===== config.mk =====
export PLATFORM = sky130hd
export DESIGN_NAME = temperature_band_switch_tracker_top
export DESIGN_NICKNAME = d
export VERILOG_FILES = /design/src/rtl/tbst_pkg.sv /design/src/rtl/temperature_band_switch_tracker_top.sv /design/src/rtl/tbst_ctrl.sv /design/src/rtl/tbst_dp.sv
export SDC_FILE = /design/constraint.sdc
export NUM_CORES = 1
export LEC_CHECK = 0
export BUFFER_PORTS_ARGS = -buffer_cell sky130_fd_sc_hd__buf_2
export CAP_MARGIN = 15
export CORE_AREA = 4 4 167 88
export DETAILED_ROUTE_END_ITERATION = 10
export DIE_AREA = 0 0 171 92
export PLACE_DENSITY_LB_ADDON = 0.25
export SLEW_MARGIN = 20
export SYNTH_ARGS = -nofsm -noshare
export SYNTH_HDL_FRONTEND = slang
export SYNTH_SLANG_ARGS = --single-unit
export TNS_END_PERCENT = 10

===== constraint.sdc =====
create_clock -name clk -period 7.7 [get_ports clk]
set_input_delay 0.385 -clock clk [delete_from_list [all_inputs] [get_ports clk]]
set_output_delay 0.385 -clock clk [all_outputs]
set_load 0.005 [all_outputs]

===== src/rtl/tbst_pkg.sv =====
// Shared types and constants for the temperature band switch tracker.
// Used by the controller, the datapath and the top level; no dependencies.
`timescale 1ns / 1ps
`default_nettype none

package tbst_pkg;

  localparam int SAMPLE_BITS_DEF = 12;

  localparam int CAL_CODE_W  = 12;
  localparam int CAL_TEMP_W  = 8;
  localparam int SLOPE_W     = 4;
  localparam int SETTLE_W    = 8;
  localparam int CFG_INDEX_W = 2;
  localparam int CFG_DATA_W  = 12;

  localparam int STATUS_W = 2;
  localparam int TEMP_W   = 8;
  localparam int BAND_W   = 4;
  localparam int RUN_W    = 8;

  // Register indexes on the configuration port.
  localparam logic [CFG_INDEX_W-1:0] REG_CAL_CODE = 2'd0;
  localparam logic [CFG_INDEX_W-1:0] REG_CAL_TEMP = 2'd1;
  localparam logic [CFG_INDEX_W-1:0] REG_SLOPE    = 2'd2;
  localparam logic [CFG_INDEX_W-1:0] REG_SETTLE   = 2'd3;

  localparam logic [SLOPE_W-1:0]  SLOPE_RESET  = 4'd10;
  localparam logic [SETTLE_W-1:0] SETTLE_RESET = 8'd50;

  // Result status codes.
  localparam logic [STATUS_W-1:0] ST_OK     = 2'd0;
  localparam logic [STATUS_W-1:0] ST_ADC_NOK = 2'd1;
  localparam logic [STATUS_W-1:0] ST_HOT    = 2'd2;

  localparam int TEMP_FLOOR_LIMIT = -40;
  localparam int TEMP_FLOOR_VALUE = -39;
  localparam int TEMP_HIGH_START  = 120;
  localparam int TEMP_HIGH_LIMIT  = 150;
  localparam int TEMP_HIGH_VALUE  = 119;
  localparam int BAND_OFFSET      = 40;

  // Division by the band width of 20 degrees as x * 205 >> 12, exact for x below 160.
  localparam int BAND_RECIP = 205;
  localparam int BAND_SHIFT = 12;

  typedef struct packed {
    logic load;   // capture a new word and start the divide
    logic step;   // one restoring divide step
    logic temp;   // form and clamp the temperature
    logic emit;   // update band tracking and load the output register
  } tbst_cmd_t;

  typedef struct packed {
    logic div_last;  // the current divide step is the final one
    logic out_free;  // the output register can take a word this cycle
  } tbst_stat_t;

endpackage

`default_nettype wire


===== src/rtl/temperature_band_switch_tracker_top.sv =====
// Top level of the temperature band switch tracker.
// Instantiates tbst_ctrl and tbst_dp; depends on tbst_pkg.
//
// Usage:
//   Input stream (s_*): one word per ADC conversion. s_tdata carries the raw
//   sample, s_tuser the ADC ok flag. Output stream (m_*): one word per input
//   word, with the status code in m_tuser and temperature, active band and
//   recalibration flag in m_tdata. The cfg_* port writes the calibration code,
//   calibration temperature, slope and settle count; write only while idle.
//   Timing: a word is taken only when the block is idle. The slope divide is
//   a restoring divider that yields one quotient bit per cycle; the S_TEMP
//   state then clamps the temperature and S_EMIT updates the band tracker
//   and loads the output register, after which the block returns to idle
//   and the next word can be taken.
//   The output register holds a finished word while the receiver stalls; a
//   new input word is still accepted and worked on, and the block waits with
//   its result only when the previous word has not yet been taken.
//   Reset (rst, synchronous) clears the band tracker, empties the output
//   register and restores the configuration register defaults.
`timescale 1ns / 1ps
`default_nettype none

module temperature_band_switch_tracker_top #(
  parameter int SAMPLE_BITS = tbst_pkg::SAMPLE_BITS_DEF
) (
  input  wire logic                                clk,
  input  wire logic                                rst,
  input  wire logic                                cfg_we,
  input  wire logic [tbst_pkg::CFG_INDEX_W-1:0]    cfg_index,
  input  wire logic [tbst_pkg::CFG_DATA_W-1:0]     cfg_data,
  input  wire logic                                s_tvalid,
  output logic                                     s_tready,
  // s_tdata: sample in the low SAMPLE_BITS bits, zero padded.
  input  wire logic [((SAMPLE_BITS + 7) / 8) * 8 - 1:0] s_tdata,
  // s_tuser: adc_ok.
  input  wire logic                                s_tuser,
  output logic                                     m_tvalid,
  input  wire logic                                m_tready,
  // m_tdata: temp_clamped [7:0], active_band_out [11:8], recal [12], zeros above.
  output logic [15:0]                              m_tdata,
  // m_tuser: status.
  output logic [tbst_pkg::STATUS_W-1:0]            m_tuser
);
  import tbst_pkg::*;

  localparam int S_DATA_W = ((SAMPLE_BITS + 7) / 8) * 8;
  localparam int M_PAD_W  = 16 - TEMP_W - BAND_W - 1;

  tbst_cmd_t  cmd;
  tbst_stat_t stat;

  logic [TEMP_W-1:0] temp_clamped;
  logic [BAND_W-1:0] active_band_out;
  logic              recal;

  tbst_ctrl u_ctrl (
    .clk      (clk),
    .rst      (rst),
    .s_tvalid (s_tvalid),
    .s_tready (s_tready),
    .stat     (stat),
    .cmd      (cmd)
  );

  tbst_dp #(
    .SAMPLE_BITS (SAMPLE_BITS)
  ) u_dp (
    .clk             (clk),
    .rst             (rst),
    .cfg_we          (cfg_we),
    .cfg_index       (cfg_index),
    .cfg_data        (cfg_data),
    .sample          (s_tdata[SAMPLE_BITS-1:0]),
    .adc_ok          (s_tuser),
    .m_tready        (m_tready),
    .m_tvalid        (m_tvalid),
    .status          (m_tuser),
    .temp_clamped    (temp_clamped),
    .active_band_out (active_band_out),
    .recal           (recal),
    .cmd             (cmd),
    .stat            (stat)
  );

  assign m_tdata = {{M_PAD_W{1'b0}}, recal, active_band_out, temp_clamped};

  // Padding bits of the input word carry nothing; the shift leaves only them.
  logic unused_pad;
  assign unused_pad = ^(s_tdata >> SAMPLE_BITS);

endmodule

`default_nettype wire


===== src/rtl/tbst_ctrl.sv =====
// Controller state machine for the temperature band switch tracker.
// Depends on tbst_pkg for the command and status structs.
`timescale 1ns / 1ps
`default_nettype none

module tbst_ctrl (
  input  wire logic              clk,
  input  wire logic              rst,
  input  wire logic              s_tvalid,
  output logic                   s_tready,
  input  wire tbst_pkg::tbst_stat_t stat,
  output tbst_pkg::tbst_cmd_t    cmd
);
  import tbst_pkg::*;

  localparam logic [1:0] S_IDLE = 2'd0;
  localparam logic [1:0] S_DIV  = 2'd1;
  localparam logic [1:0] S_TEMP = 2'd2;
  localparam logic [1:0] S_EMIT = 2'd3;

  logic [1:0] state;
  logic [1:0] state_next;

  always_comb begin
    state_next = state;
    case (state)
      S_IDLE: if (s_tvalid) state_next = S_DIV;
      S_DIV:  if (stat.div_last) state_next = S_TEMP;
      S_TEMP: state_next = S_EMIT;
      S_EMIT: if (stat.out_free) state_next = S_IDLE;
      default: state_next = S_IDLE;
    endcase
  end

  always_ff @(posedge clk) begin
    if (rst) begin
      state <= S_IDLE;
    end else begin
      state <= state_next;
    end
  end

  // No word is taken while reset is held.
  assign s_tready = (state == S_IDLE) && !rst;

  assign cmd = '{load: s_tready && s_tvalid,
                 step: (state == S_DIV),
                 temp: (state == S_TEMP),
                 emit: (state == S_EMIT) && stat.out_free};

endmodule

`default_nettype wire


===== src/rtl/tbst_dp.sv =====
// Datapath of the temperature band switch tracker: configuration registers,
// serial divider, clamp, band tracking and output register. Depends on tbst_pkg.
`timescale 1ns / 1ps
`default_nettype none

module tbst_dp #(
  parameter int SAMPLE_BITS = tbst_pkg::SAMPLE_BITS_DEF
) (
  input  wire logic                          clk,
  input  wire logic                          rst,
  input  wire logic                          cfg_we,
  input  wire logic [tbst_pkg::CFG_INDEX_W-1:0] cfg_index,
  input  wire logic [tbst_pkg::CFG_DATA_W-1:0]  cfg_data,
  input  wire logic [SAMPLE_BITS-1:0]        sample,
  input  wire logic                          adc_ok,
  input  wire logic                          m_tready,
  output logic                               m_tvalid,
  output logic [tbst_pkg::STATUS_W-1:0]      status,
  output logic [tbst_pkg::TEMP_W-1:0]        temp_clamped,
  output logic [tbst_pkg::BAND_W-1:0]        active_band_out,
  output logic                               recal,
  input  wire tbst_pkg::tbst_cmd_t           cmd,
  output tbst_pkg::tbst_stat_t               stat
);
  import tbst_pkg::*;

  localparam int MAG_W = (SAMPLE_BITS > CAL_CODE_W) ? SAMPLE_BITS : CAL_CODE_W;
  localparam int D_W   = MAG_W + 1;
  localparam int T_W   = MAG_W + 2;
  localparam int CNT_W = $clog2(MAG_W);
  localparam int PROD_W = 16;

  localparam logic signed [T_W-1:0] FLOOR_LIMIT = T_W'(TEMP_FLOOR_LIMIT);
  localparam logic signed [T_W-1:0] HIGH_START  = T_W'(TEMP_HIGH_START);
  localparam logic signed [T_W-1:0] HIGH_LIMIT  = T_W'(TEMP_HIGH_LIMIT);

  // Configuration registers.
  logic [CAL_CODE_W-1:0] cal_code;
  logic [CAL_TEMP_W-1:0] cal_temp;
  logic [SLOPE_W-1:0]    slope;
  logic [SETTLE_W-1:0]   settle_count;

  always_ff @(posedge clk) begin
    if (rst) begin
      cal_code     <= '0;
      cal_temp     <= '0;
      slope        <= SLOPE_RESET;
      settle_count <= SETTLE_RESET;
    end else if (cfg_we) begin
      case (cfg_index)
        REG_CAL_CODE: cal_code     <= cfg_data[CAL_CODE_W-1:0];
        REG_CAL_TEMP: cal_temp     <= cfg_data[CAL_TEMP_W-1:0];
        REG_SLOPE:    slope        <= cfg_data[SLOPE_W-1:0];
        REG_SETTLE:   settle_count <= cfg_data[SETTLE_W-1:0];
        default: ;
      endcase
    end
  end

  // Restoring divider on the magnitude of cal_code - sample, one quotient bit a cycle.
  logic [MAG_W-1:0]   quo;
  logic [SLOPE_W-1:0] rem;
  logic [CNT_W-1:0]   cnt;
  logic               neg;
  logic               ok;

  logic [D_W-1:0]     diff;
  logic [D_W-1:0]     diff_abs;
  logic [SLOPE_W-1:0] divisor;
  logic [SLOPE_W:0]   trial;
  logic               ge;

  assign diff     = D_W'(cal_code) - D_W'(sample);
  assign diff_abs = diff[D_W-1] ? (~diff + D_W'(1)) : diff;
  assign divisor  = (slope == '0) ? SLOPE_W'(1) : slope;
  assign trial    = {rem, quo[MAG_W-1]};
  assign ge       = (trial >= {1'b0, divisor});

  always_ff @(posedge clk) begin
    if (cmd.load) begin
      quo <= diff_abs[MAG_W-1:0];
      rem <= '0;
      cnt <= CNT_W'(MAG_W - 1);
      neg <= diff[D_W-1];
      ok  <= adc_ok;
    end else if (cmd.step) begin
      quo <= {quo[MAG_W-2:0], ge};
      rem <= ge ? SLOPE_W'(trial - {1'b0, divisor}) : trial[SLOPE_W-1:0];
      cnt <= cnt - CNT_W'(1);
    end
  end

  // Temperature and clamp.
  logic [T_W-1:0]        t_raw;
  logic signed [T_W-1:0] t_s;
  logic [STATUS_W-1:0]   st_reg;
  logic [TEMP_W-1:0]     t_reg;

  assign t_raw = neg ? (T_W'(cal_temp) - T_W'(quo)) : (T_W'(cal_temp) + T_W'(quo));
  assign t_s   = $signed(t_raw);

  always_ff @(posedge clk) begin
    if (cmd.temp) begin
      if (!ok) begin
        st_reg <= ST_ADC_NOK;
        t_reg  <= '0;
      end else if (t_s > HIGH_LIMIT) begin
        st_reg <= ST_HOT;
        t_reg  <= '0;
      end else if (t_s < FLOOR_LIMIT) begin
        st_reg <= ST_OK;
        t_reg  <= TEMP_W'(TEMP_FLOOR_VALUE);
      end else if (t_s >= HIGH_START) begin
        st_reg <= ST_OK;
        t_reg  <= TEMP_W'(TEMP_HIGH_VALUE);
      end else begin
        st_reg <= ST_OK;
        t_reg  <= t_raw[TEMP_W-1:0];
      end
    end
  end

  // Band tracking.
  logic [BAND_W-1:0] last_band;
  logic [RUN_W-1:0]  run_count;
  logic [BAND_W-1:0] active_band;

  logic [TEMP_W-1:0] band_x;
  logic [PROD_W-1:0] band_prod;
  logic [BAND_W-1:0] band;
  logic [RUN_W-1:0]  run_next;
  logic              switch_now;

  // The clamped temperature plus 40 lies in 0 to 159, so it fits unsigned in eight bits.
  assign band_x     = t_reg + TEMP_W'(BAND_OFFSET);
  assign band_prod  = PROD_W'(band_x) * PROD_W'(BAND_RECIP);
  assign band       = BAND_W'(band_prod >> BAND_SHIFT) + BAND_W'(1);
  assign run_next   = (band == last_band) ? (run_count + RUN_W'(1)) : '0;
  assign switch_now = (run_next == settle_count) && (active_band != band);

  always_ff @(posedge clk) begin
    if (rst) begin
      last_band   <= '0;
      run_count   <= '0;
      active_band <= '0;
    end else if (cmd.emit && (st_reg == ST_OK)) begin
      last_band <= band;
      if (switch_now) begin
        active_band <= band;
        run_count   <= '0;
      end else begin
        run_count <= run_next;
      end
    end
  end

  // Output register.
  always_ff @(posedge clk) begin
    if (rst) begin
      m_tvalid <= 1'b0;
    end else if (cmd.emit) begin
      m_tvalid <= 1'b1;
    end else if (m_tready) begin
      m_tvalid <= 1'b0;
    end
  end

  always_ff @(posedge clk) begin
    if (cmd.emit) begin
      status       <= st_reg;
      temp_clamped <= t_reg;
      if ((st_reg == ST_OK) && switch_now) begin
        active_band_out <= band;
        recal           <= 1'b1;
      end else begin
        active_band_out <= active_band;
        recal           <= 1'b0;
      end
    end
  end

  assign stat = '{div_last: (cnt == '0), out_free: (!m_tvalid || m_tready)};

endmodule

`default_nettype wire

## After elaboration in Yosys (flattened, before gate mapping)

Index checks and enable logic that the tools add are counted.

| storage, ports and cells | value |
|---|---|
| register bits after elaboration | 98 |
| bits in latches | 0 |
| bits in writable memories | 0 |
| ROM bits | 0 |
| input bits | 36 |
| output and inout port bits | 20 |
| word-level logic and storage cells | 92 |
| memories | 0 |

| cells by class | value |
|---|---|
| $add $sub $neg | 9 |
| $mul | 1 |
| divide/modulo/power cells | 0 |
| order comparisons | 4 |
| eq/ne operators | 12 |
| shift operators | 0 |
| mux-type cells | 19 |
| bitwise logic cells | 2 |
| reduce and logical (&&, ||, !) cells | 24 |

Operators by type and width:

| operator | number |
|---|---|
| 2-to-1 mux 12 bit | 3 |
| 2-to-1 mux 8 bit | 4 |
| multiplier 8 x 8 -> 16 bit, second input constant | 1 |
| >= comparator 14 x 8 -> 1 bit, second input constant | 1 |
| > comparator 14 x 9 -> 1 bit, second input constant | 1 |
| < comparator 14 x 7 -> 1 bit, second input constant | 1 |
| 2-to-1 mux 14 bit | 1 |
| adder 8 x 12 -> 13 bit | 1 |
| subtractor 12 x 12 -> 13 bit | 1 |
| subtractor 8 x 12 -> 13 bit | 1 |
| adder 12 x 1 -> 12 bit, second input constant | 1 |
| 2-to-1 mux 4 bit | 3 |
| inverter 12 bit | 1 |
| AND reduction 2 bit | 5 |
| adder 8 x 1 -> 8 bit, second input constant | 1 |
| adder 8 x 6 -> 8 bit, second input constant | 1 |
| equality test 2 bit, second input constant | 4 |
| equality test 8 bit | 1 |
| zero test 4 bit | 2 |
| 2-to-1 mux 2 bit | 4 |
| case mux 2 bit (4 select lines) | 1 |
| logical AND 1 bit | 6 |
| zero test 2 bit | 3 |
| >= comparator 5 x 4 -> 1 bit | 1 |
| 16 further kinds | 22 |

## Longest topological paths before layout

Gate-level depths: netlist (run 1).

| logic depth | value |
|---|---|
| depth after elaboration | 9 |
| mapped depth | 26 |
| mapped depth without buffers | 25 |

## Modules after synthesis

Synthesis (run 1) repeated with hierarchy kept, for this count alone.

| unflattened totals | value |
|---|---|
| cells, all modules | 840 |
| area total of the unflattened synthesis | 7674.9 µm² |

By module, submodules not included:

| module | times used | cells each | area an instance (µm²) | seq. area each (µm²) |
|---|---|---|---|---|
| tbst_dp | 1 | 812 | 7444.6 | 2312.2 |
| tbst_ctrl | 1 | 23 | 196.4 | 40.0 |
| temperature_band_switch_tracker_top | 1 | 5 | 33.8 | 0.0 |

## Least setup slack after synthesis (run 1)

Ideal clock, no wire load.

| timing path | value |
|---|---|
| path kind | register -> register |
| start | register u_dp.t_reg[3] |
| end | register u_dp.active_band_out[1] (netlist bit), data pin |
| setup time | 262 ps |
| data arrival time | 6175 ps |
| data required time | 7438 ps |
| setup slack | 1263 ps |
| cell stages (with the launch flop) | 24 |
| path buffers | 1 |
| clock period less this slack | 6437 ps |
| cell sequence | edfxtp_1 -> ha_1 -> o21ai_0 -> xnor2_1 -> ha_1 -> fa_1 -> fa_1 -> ha_1 -> ha_1 -> a211oi_1 -> o21ai_0 -> a21oi_1 -> xor2_1 -> inv_1 -> ha_1 -> xor2_1 -> xor3_1 -> nor3_1 -> nand3_1 -> buf_4 -> o21a_1 -> nor4b_4 -> nand4_2 -> mux2_1 |

| on the way | value |
|---|---|
| longest elaborated chain between the ends | 9 |
| elaborated cells on any way between the ends | 10 |
| those cells by class | add/sub: 2; mul: 1; eq/ne: 3; mux: 2; reduce/logical: 2 |

Ends and longest elaborated chain:

| item | line | RTL |
|---|---|---|
| start, declared | tbst_dp.sv:97 | `logic [TEMP_W-1:0] t_reg;` |
| start signal, assigned | tbst_dp.sv:112 | `t_reg <= TEMP_W'(TEMP_FLOOR_VALUE);` |
| start signal, assigned | tbst_dp.sv:115 | `t_reg <= TEMP_W'(TEMP_HIGH_VALUE);` |
| start signal, assigned | tbst_dp.sv:118 | `t_reg <= t_raw[TEMP_W-1:0];` |
| adder 8 x 6 -> 8 bit * | tbst_dp.sv:135 | `assign band_x = t_reg + TEMP_W'(BAND_OFFSET);` |
| multiplier 8 x 8 -> 16 bit * | tbst_dp.sv:136 | `assign band_prod = PROD_W'(band_x) * PROD_W'(BAND_RECIP);` |
| adder 4 x 1 -> 4 bit * | tbst_dp.sv:137 | `assign band = BAND_W'(band_prod >> BAND_SHIFT) + BAND_W'(1);` |
| equality test 4 bit | tbst_dp.sv:138 | `assign run_next = (band == last_band) ? (run_count + RUN_W'(1)) : '0;` |
| 2-to-1 mux 8 bit | tbst_dp.sv:138 |  |
| equality test 8 bit | tbst_dp.sv:139 | `assign switch_now = (run_next == settle_count) && (active_band != band);` |
| logical AND 1 bit | tbst_dp.sv:139 |  |
| logical AND 1 bit | tbst_dp.sv:172 | `if ((st_reg == ST_OK) && switch_now) begin` |
| 2-to-1 mux 4 bit * | tbst_dp.sv:172 |  |
| end signal, assigned | tbst_dp.sv:173 | `active_band_out <= band;` |
| end signal, assigned | tbst_dp.sv:176 | `active_band_out <= active_band;` |
| end, declared | tbst_dp.sv:20 | `output logic [tbst_pkg::BAND_W-1:0] active_band_out,` |

Mark *: on every way between the ends. The rest lies on a longest branch, timed or not.
A chain may end at the register's enable or synchronous reset.

## Final worst setup path (run 1)

| timing path | value |
|---|---|
| start | register u_dp.t_reg[3] |
| end | register u_dp.active_band_out[2] (netlist bit), data pin |

Same word-level chain as after synthesis.

==> summary.md, run 1 <==
| Metric | Value |
|---|---|
| Status | finished, final reports clean |
| Crit end category | flip-flop |
| Number of synthesized flops with an enable pin | 39 |
| Cell Chain, Critical Path | ha_1 -> xnor2_1 -> ha_1 -> inv_1 -> fa_1 -> fa_1 -> fa_1 -> inv_1 -> ha_1 -> a21oi_1 -> o221ai_1 -> a221oi_2 -> xor2_1 -> inv_1 -> ha_1 -> xor2_1 -> xor3_1 -> nor3_1 -> nand3_1 -> o21a_1 -> nor4b_4 -> nand4_2 -> mux2_1 |
| Startpoint Class | flip-flop |
| Most Frequent Cell on Critical Path | ha_1 |
| Inserted Clock Buffers | 9 |
| Worst-case clock skew | 0.008280 ns |
| Drt pass-1 iters | 5 |
| Worst-case clock buffer depth | 2 |
| Synth warnings | 0 |
| Worst-margin pin slew | 0.9583 ns |
| R2r worst-path depth | 23 |
| Final hold violation count | 0 |
| # DRC | 0 |
| Crit path arrival time | 7.24 ns |
| Most used flip-flop cell after synthesis | dfxtp_1 |
| Maximum fanout along the worst path | 11 |
| Netlist Area Pre-Place | 7057 um^2 |
| Maximum capacitance violations | 0 |
| Clock Sinks | 98 |
| Max-slew violation count | 0 |
| Synth unique cells | 63 |
| Seq cells post-synth | 98 |
| Final HPWL DP | 12.79 mm |
| Setup Viol. Count Final | 0 |
| Row count | 30 |
| Core Region | 13290 um^2 |
| Setup Buffers After CTS | 0 |
| Cell taking the most area after synthesis | dfxtp_1 |
| Nets@finish | 959 |
| Via Count | 5583 |
| Cells after synthesis | 786 |
| Setup TNS | 0 ns |
| Via-to-Cell Ratio | 5.539 |
| Die W | 171 um |
| Most common cell in the synthesized netlist | inv_1 |
| Seq/Total Area, Yosys | 33.33% |
| CTS root buffer | clkbuf_16 |
| Worst Path Required | 7.80 ns |
| Die H | 92 um |
| Avg WL per Cell | 15.78 um |
| Largest net degree at the start of global routing | 53 |
| Overflow after GRT | 0 |
| F_max | 0.1401 GHz |
| Vias in the first global route | 5523 |
| Syn-to-layout area delta | 9.823% |
| Total Wirelength | 15.90 mm |
| Avg Cell Area, Syn | 8.978 um^2 |
| # H-tree levels | 3 |
| Initial antenna violation count | 0 |
| Number of DRC markers in iteration 0 | 283 |
| WHS Path Cells | 1 |
| Worst slew margin | 35.81% |
| Regs by FF count | u_dp.cal_code x12, u_dp.quo x12 |
| Global Route Usage Sum | 20.92% |
| Final ANT Viol Nets | 0 |
| Initial core utilization | 53.11% |
| Fin crit share | 92.70% |
| Ports | 56 |
| GP Congestion | 0.8915 |
| Synth top area share | 16.74% |
| Clock transition at the registers of the reported paths | 0.07 ns |
| Clk_lat worst skew | 0.35 ns |
| CTS tree | yes |
| Hold Crit Class | primary input to flip-flop |
| First-pass GRT wire length | 26.81 mm |
| Layout Utilization | 58.32% |
| RSZ-0062 raised after global routing | no |
| Hold buffers post-CTS | 0 |
| Period minus WS final | 7.138 ns |
| Critical-path top delay cell | fa_1 |
| Slowest stage delay, CP | 0.55 ns |
| Top cells by area, synth | dfxtp_1, edfxtp_1, ha_1 |
| Fraction of layout cells with a size suffix above 1 | 9.255% |
| Worst Path Class, Setup | flip-flop to flip-flop |
| IO buf count | 48 |
| Commonest cells post-synth | inv_1, ha_1, nor2_1 |
| Total die area | 15730 um^2 |
| Ys async rst share | 0% |
| # diodes | 0 |
| # resized after CTS | 0 |
layout make-up:
cell class | count | area (um^2)
inverter | 90 | 337.8
multi-input combinational | 577 | 4274
sequential | 98 | 2352
clock buffer | 10 | 250.2
tap | 176 | 220.2
clock inverter | 6 | 52.55
fill | 1170 | 5538
timing repair buffer | 51 | 262.8
cell families after synthesis:
family,after synthesis,synth area share [%]
multiplexers,34,4.876
buffers and inverters,113,6.277
XOR/XNOR,62,7.908
flip-flops,98,33.33
other,1,0.05314
AND/OR/NAND/NOR,232,15.87
AO/OA/AOI/OAI,150,13.17
adder cells (fa/ha/maj),96,18.51
stage by stage:
stage               instance area (um^2)  hold slack, ns  worst slack [ns]  std cells
floorplan                           7064          0.4272             1.263        788
global placement                    7447          0.4591            0.7360        992
detailed placement                  7447          0.4655            0.6430        992
CTS                                 7750          0.2242            0.5795       1008
global route                        7750          0.2142            0.1409       1008
finish                              7750          0.2290            0.5623       1008
path summary, 6_finish.rpt:
path | start | endpoint | slack, ns
worst max-delay path | u_dp.t_reg[3] | u_dp.active_band_out[2] | 0.56
worst min-delay path | s_tuser | u_dp.ok | 0.23
worst max register to register | u_dp.t_reg[3] | u_dp.active_band_out[2] | 0.56
worst min register to register | u_dp.rem[3] | u_dp.rem[3] | 0.48
per-layer routing:
layer / vias to the layer above / share of wire (%) / GRT usage [%]
li1: 2770 / - / -
met1: 2637 / 52 / 32.52
met2: 162 / 41 / 30.82
met3: 14 / 6.1 / 3.618
met4: 0 / 0.60 / 3.230
met5: - / 0 / 0
cell usage in the layout (no fill, tap or decap), types with 3 or more instances in the layout:
master	netlist	final
buf_4	5	3
o22ai_1	3	3
a21boi_0	5	5
fa_1	14	14
nor2b_1	8	8
nand2_1	67	67
edfxtp_1	39	39
nand3b_1	7	7
or3_1	5	5
and2_1	9	9
conb_1	1	3
ha_1	82	82
clkbuf_16	0	10
dfxtp_1	59	59
o21bai_1	6	6
nor2_1	70	70
buf_2	0	48
o21ai_0	34	34
a21o_1	10	10
o31ai_1	4	4
inv_1	89	89
nand4_1	3	3
mux2i_1	31	31
nand3_1	14	14
a21oi_1	46	46
xor2_1	23	23
xnor2_1	38	38
a211oi_1	13	13
nand2b_1	12	12
o21ai_1	7	7
nor3_1	21	21
a31oi_1	4	4
worst max-delay path, delay by kind of cell, from the launching register on:
| family | cells | cell delay [ns] |
|---|---|---|
| multiplexers | 1 | 0.37 |
| AND/OR/NAND/NOR | 4 | 1.21 |
| buffers and inverters | 3 | 0.22 |
| AO/OA/AOI/OAI | 4 | 0.94 |
| adder cells (fa/ha/maj) | 7 | 2.55 |
| flip-flops | 1 | 0.50 |
| XOR/XNOR | 4 | 1.09 |
Power of run 1 is left out: the tool's default activity adds up to more than one toggle a clock period on the data nets, which glitch-free logic cannot reach.
==> run 2: changes to the inputs <==
==> constraint.sdc (replaced) <==
create_clock -name clk -period 5.9 [get_ports clk]
set_input_delay 0.295 -clock clk [delete_from_list [all_inputs] [get_ports clk]]
set_output_delay 0.295 -clock clk [all_outputs]
set_load 0.005 [all_outputs]
==> summary.md, run 2 (same netlist as run 1, synthesis figures left out) <==
| Metric | Value |
|---|---|
| Drt pass-1 iters | 5 (unchanged) |
| CTS root buffer | clkbuf_16 |
| Number of DRC markers in iteration 0 | 464 (+64%) |
| Core Region | 13290 um^2 (unchanged) |
| Largest net degree at the start of global routing | 53 (unchanged) |
| Initial antenna violation count | 0 (unchanged) |
| Crit path arrival time | 6.37 ns (-0.87 ns) |
| Hold Path End | u_dp.ok |
| Regs by FF count | u_dp.cal_code x12, u_dp.quo x12 |
| Initial core utilization | 53.11% (unchanged) |
| GP Congestion | 0.8938 (+0.26%) |
| Startpoint Class | flip-flop |
| Period minus WS final | 6.265 ns (-0.8725 ns) |
| Row count | 30 (unchanged) |
| Final WS setup | -0.3652 ns (-0.9275 ns) |
| Hold Crit Start | s_tuser |
| First-pass GRT wire length | 28.37 mm (+5.8%) |
| Total Wirelength | 17.47 mm (+9.9%) |
| Clock transition at the registers of the reported paths | 0.07 ns (about the same) |
| Commonest non-fill, non-tap cell in the layout | inv_1 |
| Max-slew violation count | 0 (unchanged) |
| Worst Path Required | 6.00 ns (-1.80 ns) |
| Maximum fanout along the worst path | 6 (-5) |
| Overflow after GRT | 0 (unchanged) |
| Worst slew margin | 28.58% (-7.2 points) |
| Vias in the first global route | 5665 (+2.6%) |
| CTS tree | yes |
| # diodes | 0 (unchanged) |
| Final ANT Viol Nets | 0 (unchanged) |
| Fraction of layout cells with a size suffix above 1 | 17.03% (+7.8 points) |
| Clock Sinks | 98 (unchanged) |
| Syn-to-layout area delta | 17.48% |
| Avg WL per Cell | 16.62 um (+5.4%) |
| Die H | 92 um (unchanged) |
| Commonest cells after routing, fill and taps aside | inv_1, ha_1, nor2_1 |
| WHS | 0.1455 ns (-0.08349 ns) |
| Final hold violation count | 0 (unchanged) |
| F_max | 0.1596 GHz (+14%) |
| # H-tree levels | 3 (unchanged) |
| Filler cell count | 1097 (-6.2%) |
| Fin crit share | 106.2% (+13 points) |
| Worst Path Class, Setup | flip-flop to flip-flop |
| Ports | 56 (unchanged) |
| Maximum capacitance violations | 0 (unchanged) |
| Failing checks | negative setup slack |
| R2R Path Start | u_dp.t_reg[4] |
| R2r endpoint | u_dp.active_band_out[1] |
| RSZ-0062 raised after global routing | yes |
| Worst-case clock buffer depth | 2 (unchanged) |
| Final HPWL DP | 13.62 mm (+6.5%) |
| Via Count | 5859 (+4.9%) |
| R2R Setup Slk | -0.37 ns (-0.93 ns) |
| Setup Viol. Count Final | 17 (+17) |
| Clk_lat worst skew | 0.36 ns (about the same) |
| Status | complete, but fails checks |
| Worst-case clock skew | 0.01038 ns (+0.002102 ns) |
| Nets@finish | 1002 (+4.5%) |
| Die W | 171 um (unchanged) |
| R2r worst-path depth | 23 (unchanged) |
| Worst-margin pin slew | 1.066 ns (+0.1079 ns) |
| Inserted Clock Buffers | 9 (unchanged) |
| Area occupied by multi-input gates | 4472 um^2 (+4.6%) |
| IO buf count | 48 (unchanged) |
| Hold Crit Class | primary input to flip-flop |
| # DRC | 0 (unchanged) |
| WHS Path Cells | 1 (unchanged) |
| Total die area | 15730 um^2 (unchanged) |
| Global Route Usage Sum | 22.63% (+1.7 points) |
| Hold buffers post-CTS | 0 (unchanged) |
| Via-to-Cell Ratio | 5.575 (+0.65%) |
| Register area | 2352 um^2 (unchanged) |
| Crit end category | flip-flop |
-- run 2: area by class of cell --
| class | instances | share of cell area, % |
|---|---|---|
| Sequential cell | 98 | 28.37 |
| Tap cell | 176 | 2.656 |
| Inverter | 90 | 4.075 |
| Timing Repair Buffer | 94 | 7.244 |
| Clock buffer | 11 | 3.064 |
| Clock inverter | 5 | 0.6490 |
| Multi-Input combinational cell | 577 | 53.94 |
-- run 2: critical path, stage by stage (launching register included) --
cell,delay (ns)
edfxtp_1,0.49
a21oi_2,0.22
xnor2_1,0.11
buf_4,0.14
ha_1,0.33
fa_2,0.56
fa_1,0.44
ha_1,0.23
ha_1,0.32
and4_1,0.23
and2_1,0.17
a221oi_2,0.24
xor2_1,0.12
buf_4,0.14
buf_4,0.12
o31a_1,0.30
or4_4,0.53
nand3_4,0.14
buf_6,0.14
nor3_2,0.06
nor4b_4,0.30
buf_4,0.18
nand4_4,0.15
mux2_4,0.33
-- run 2: how the worst max path moves through the flow --
stage | startpoint | to
after floorplan | u_dp.t_reg[3] | u_dp.active_band_out[2]
after global placement | u_dp.t_reg[3] | u_dp.active_band_out[2]
after detailed placement | u_dp.t_reg[4] | u_dp.active_band_out[1]
after CTS | u_dp.t_reg[4] | u_dp.active_band_out[1]
after global routing | u_dp.t_reg[4] | u_dp.active_band[1]
final | u_dp.t_reg[4] | u_dp.active_band_out[1]
-- run 2: per-stage QoR --
step	cells	setup slack [ns]	cell area, um^2	util [%]	setup TNS, ns
floorplan	788	-0.3143	7141	-	-1.882
global placement	1028	-0.3407	7790	58.63	-3.968
CTS	1051	-0.2841	8253	62.11	-3.233
detailed placement	1028	-0.5695	7790	58.63	-7.858
finish	1051	-0.3652	8290	62.39	-4.227
global route	1051	-0.6272	8290	62.39	-8.997
-- run 2: timing repair --
item	4_1_cts	5_1_grt
endpoints found under the hold margin	0	0
buffers inserted	7	0
endpoints found under the setup margin	17	17
pin swaps	22	1
gates resized for setup	19	9
-- run 2: metal layers --
layer  GRT usage [%]  vias to the layer above  routed length, um
met5               0                        -                  0
met2           31.28                      211               7048
met4           4.944                        0                231
met3           5.857                       30               1308
met1           35.06                     2748               8883
li1                -                     2870                  -
Power of run 2 is left out for the same reason.
==> run 3: changes to the inputs <==
--- a/config.mk
+++ b/config.mk
@@ -10,6 +10,7 @@
 export CORE_AREA = 4 4 167 88
 export DETAILED_ROUTE_END_ITERATION = 10
 export DIE_AREA = 0 0 171 92
+export MAX_ROUTING_LAYER = met4
 export PLACE_DENSITY_LB_ADDON = 0.25
 export SLEW_MARGIN = 20
 export SYNTH_ARGS = -nofsm -noshare
==> summary.md, run 3 (same netlist as run 1, synthesis figures left out) <==
| Metric | Value |
|---|---|
| Inserted Clock Buffers | 9 (unchanged) |
| Worst-case clock buffer depth | 2 (unchanged) |
| Row count | 30 (unchanged) |
| Final hold violation count | 0 (unchanged) |
| Final Non-Filler Cells | 1058 (+0.67%) |
| Worst slew margin | 29.90% (+1.3 points) |
| Period minus WS final | 6.211 ns (-0.05428 ns) |
| Worst-case clock skew | 0.007934 ns (-0.002447 ns) |
| Via-to-Cell Ratio | 5.453 (-2.2%) |
| Status | complete, but fails checks |
| Failing checks | negative setup slack |
| Gr busiest metal | met1 |
| Die H | 92 um (unchanged) |
| Worst Path Required | 6.00 ns (about the same) |
| First-pass GRT wire length | 28.30 mm (-0.24%) |
| Met1 GRT Util | 34.19% (-0.87 points) |
| Worst Path Class, Setup | flip-flop to flip-flop |
| Global Route met2 Usage | 32.82% (+1.5 points) |
| # diodes | 0 (unchanged) |
| Via Count | 5769 (-1.5%) |
| R2r worst-path depth | 24 (+4.3%) |
| Global Route Usage Sum | 23.24% (+0.61 points) |
| Worst-margin pin slew | 1.047 ns (-0.01957 ns) |
| Syn-to-layout area delta | 19.88% |
| WHS Path Cells | 1 (unchanged) |
| Total Wirelength | 17.47 mm (about the same) |
| Largest net degree at the start of global routing | 53 (unchanged) |
| Register area | 2352 um^2 (unchanged) |
| Core Region | 13290 um^2 (unchanged) |
| Clock Sinks | 98 (unchanged) |
| Filler cell count | 1098 (+0.091%) |
| M3 GR Usage | 5.426% (-0.43 points) |
| Vias in the first global route | 5641 (-0.42%) |
| # H-tree levels | 3 (unchanged) |
| Commonest non-fill, non-tap cell in the layout | inv_1 |
| Initial core utilization | 53.11% (unchanged) |
| Hold Crit Class | primary input to flip-flop |
| Die W | 171 um (unchanged) |
| Ports | 56 (unchanged) |
| Overflow after GRT | 0 (unchanged) |
| Clock transition at the registers of the reported paths | 0.07 ns (about the same) |
| Setup Viol. Count Final | 17 (unchanged) |
| Avg WL per Cell | 16.51 um (-0.68%) |
| Regs by FF count | u_dp.cal_code x12, u_dp.quo x12 |
| Placed insts | 1029 (+0.097%) |
| Final HPWL DP | 13.72 mm (+0.71%) |
| CTS tree | yes |
| Crit path arrival time | 6.31 ns (-0.06 ns) |
| GP Congestion | 0.9129 (+2.1%) |
| Final ANT Viol Nets | 0 (unchanged) |
| RSZ-0062 raised after global routing | yes |
| Fraction of layout cells with a size suffix above 1 | 18.93% (+1.9 points) |
| # DRC | 0 (unchanged) |
| Clk_lat worst skew | 0.35 ns (about the same) |
| Area occupied by multi-input gates | 4596 um^2 (+2.8%) |
| Fin crit share | 105.3% (-0.92 points) |
| Hold buffers post-CTS | 0 (unchanged) |
| CTS root buffer | clkbuf_16 |
| Max-slew violation count | 0 (unchanged) |
| Startpoint Class | flip-flop |
| IO buf count | 48 (unchanged) |
| Maximum fanout along the worst path | 6 (unchanged) |
| Number of DRC markers in iteration 0 | 352 (-24%) |
| Total die area | 15730 um^2 (unchanged) |
| Final WS setup | -0.3109 ns (+0.05428 ns) |
| Drt pass-1 iters | 5 (unchanged) |
| Maximum capacitance violations | 0 (unchanged) |
| Commonest cells after routing, fill and taps aside | inv_1, ha_1, nor2_1 |
| F_max | 0.1610 GHz (+0.87%) |
| Initial antenna violation count | 0 (unchanged) |
| Crit end category | flip-flop |
| Nets@finish | 1009 (+0.70%) |
run 3: cell count changes in the layout (fill, tap and decap cells not counted), sizes merged:
cell	change
inv	+2
clkbuf	-1
buf	+7
clkinv	-1
run 3: worst paths after layout:
path | startpoint | endpoint | slack, ns
worst min register to register | u_dp.rem[3] | u_dp.rem[3] | 0.48
worst max-delay path | u_dp.t_reg[3] | u_dp.active_band_out[2] | -0.31
worst max register to register | u_dp.t_reg[3] | u_dp.active_band_out[2] | -0.31
worst min-delay path | s_tuser | u_dp.ok | 0.14
run 3: what timing repair did:
item                       in CTS  in global routing
resized for setup              24                 19
pin swaps                      29                 25
setup buffers                   7                  6
setup endpoints to repair      17                 17
run 3: cell type report:
cell class                      instances  area share, %
Timing Repair Buffer                  101          7.765
Multi-Input combinational cell        577          54.33
Tap cell                              176          2.603
Clock buffer                           10          2.825
Clock inverter                          6         0.6804
Sequential cell                        98          27.81
Inverter                               90          3.993
run 3: per-stage QoR:
step	util [%]	area (um^2)	hold slack [ns]	TNS, ns	setup WS (ns)
5_1_grt	63.66	8459	0.1253	-8.207	-0.5468
4_1_cts	62.25	8272	0.1356	-3.196	-0.2876
2_1_floorplan	-	7141	0.3939	-1.882	-0.3143
6_report	63.66	8459	0.1362	-3.986	-0.3109
3_3_place_gp	58.68	7797	0.4585	-3.895	-0.3389
3_5_place_dp	58.68	7797	0.4655	-7.579	-0.5596
run 3: per-layer routing:
metal	vias to the layer above	routed length (um)
li1	2871	-
met1	2684	8733
met2	184	7205
met3	30	1292
met4	0	238
met5	-	0
run 3: critical path: stages (launching register included):
cell and delay (ns):
edfxtp_1 0.48, a21oi_2 0.25, xnor2_2 0.13, ha_4 0.28
inv_1 0.04, fa_1 0.49, fa_1 0.43, fa_1 0.54
inv_2 0.05, ha_4 0.22, and4_4 0.15, and2_4 0.16
a221oi_4 0.25, xor2_1 0.21, inv_1 0.10, ha_4 0.18
xor2_4 0.15, xor3_1 0.37, nor3_2 0.18, nand3_4 0.14
buf_6 0.15, mux2i_1 0.11, and4bb_4 0.40, nand4_4 0.15
mux2_4 0.33
Power of run 3 is left out for the same reason.
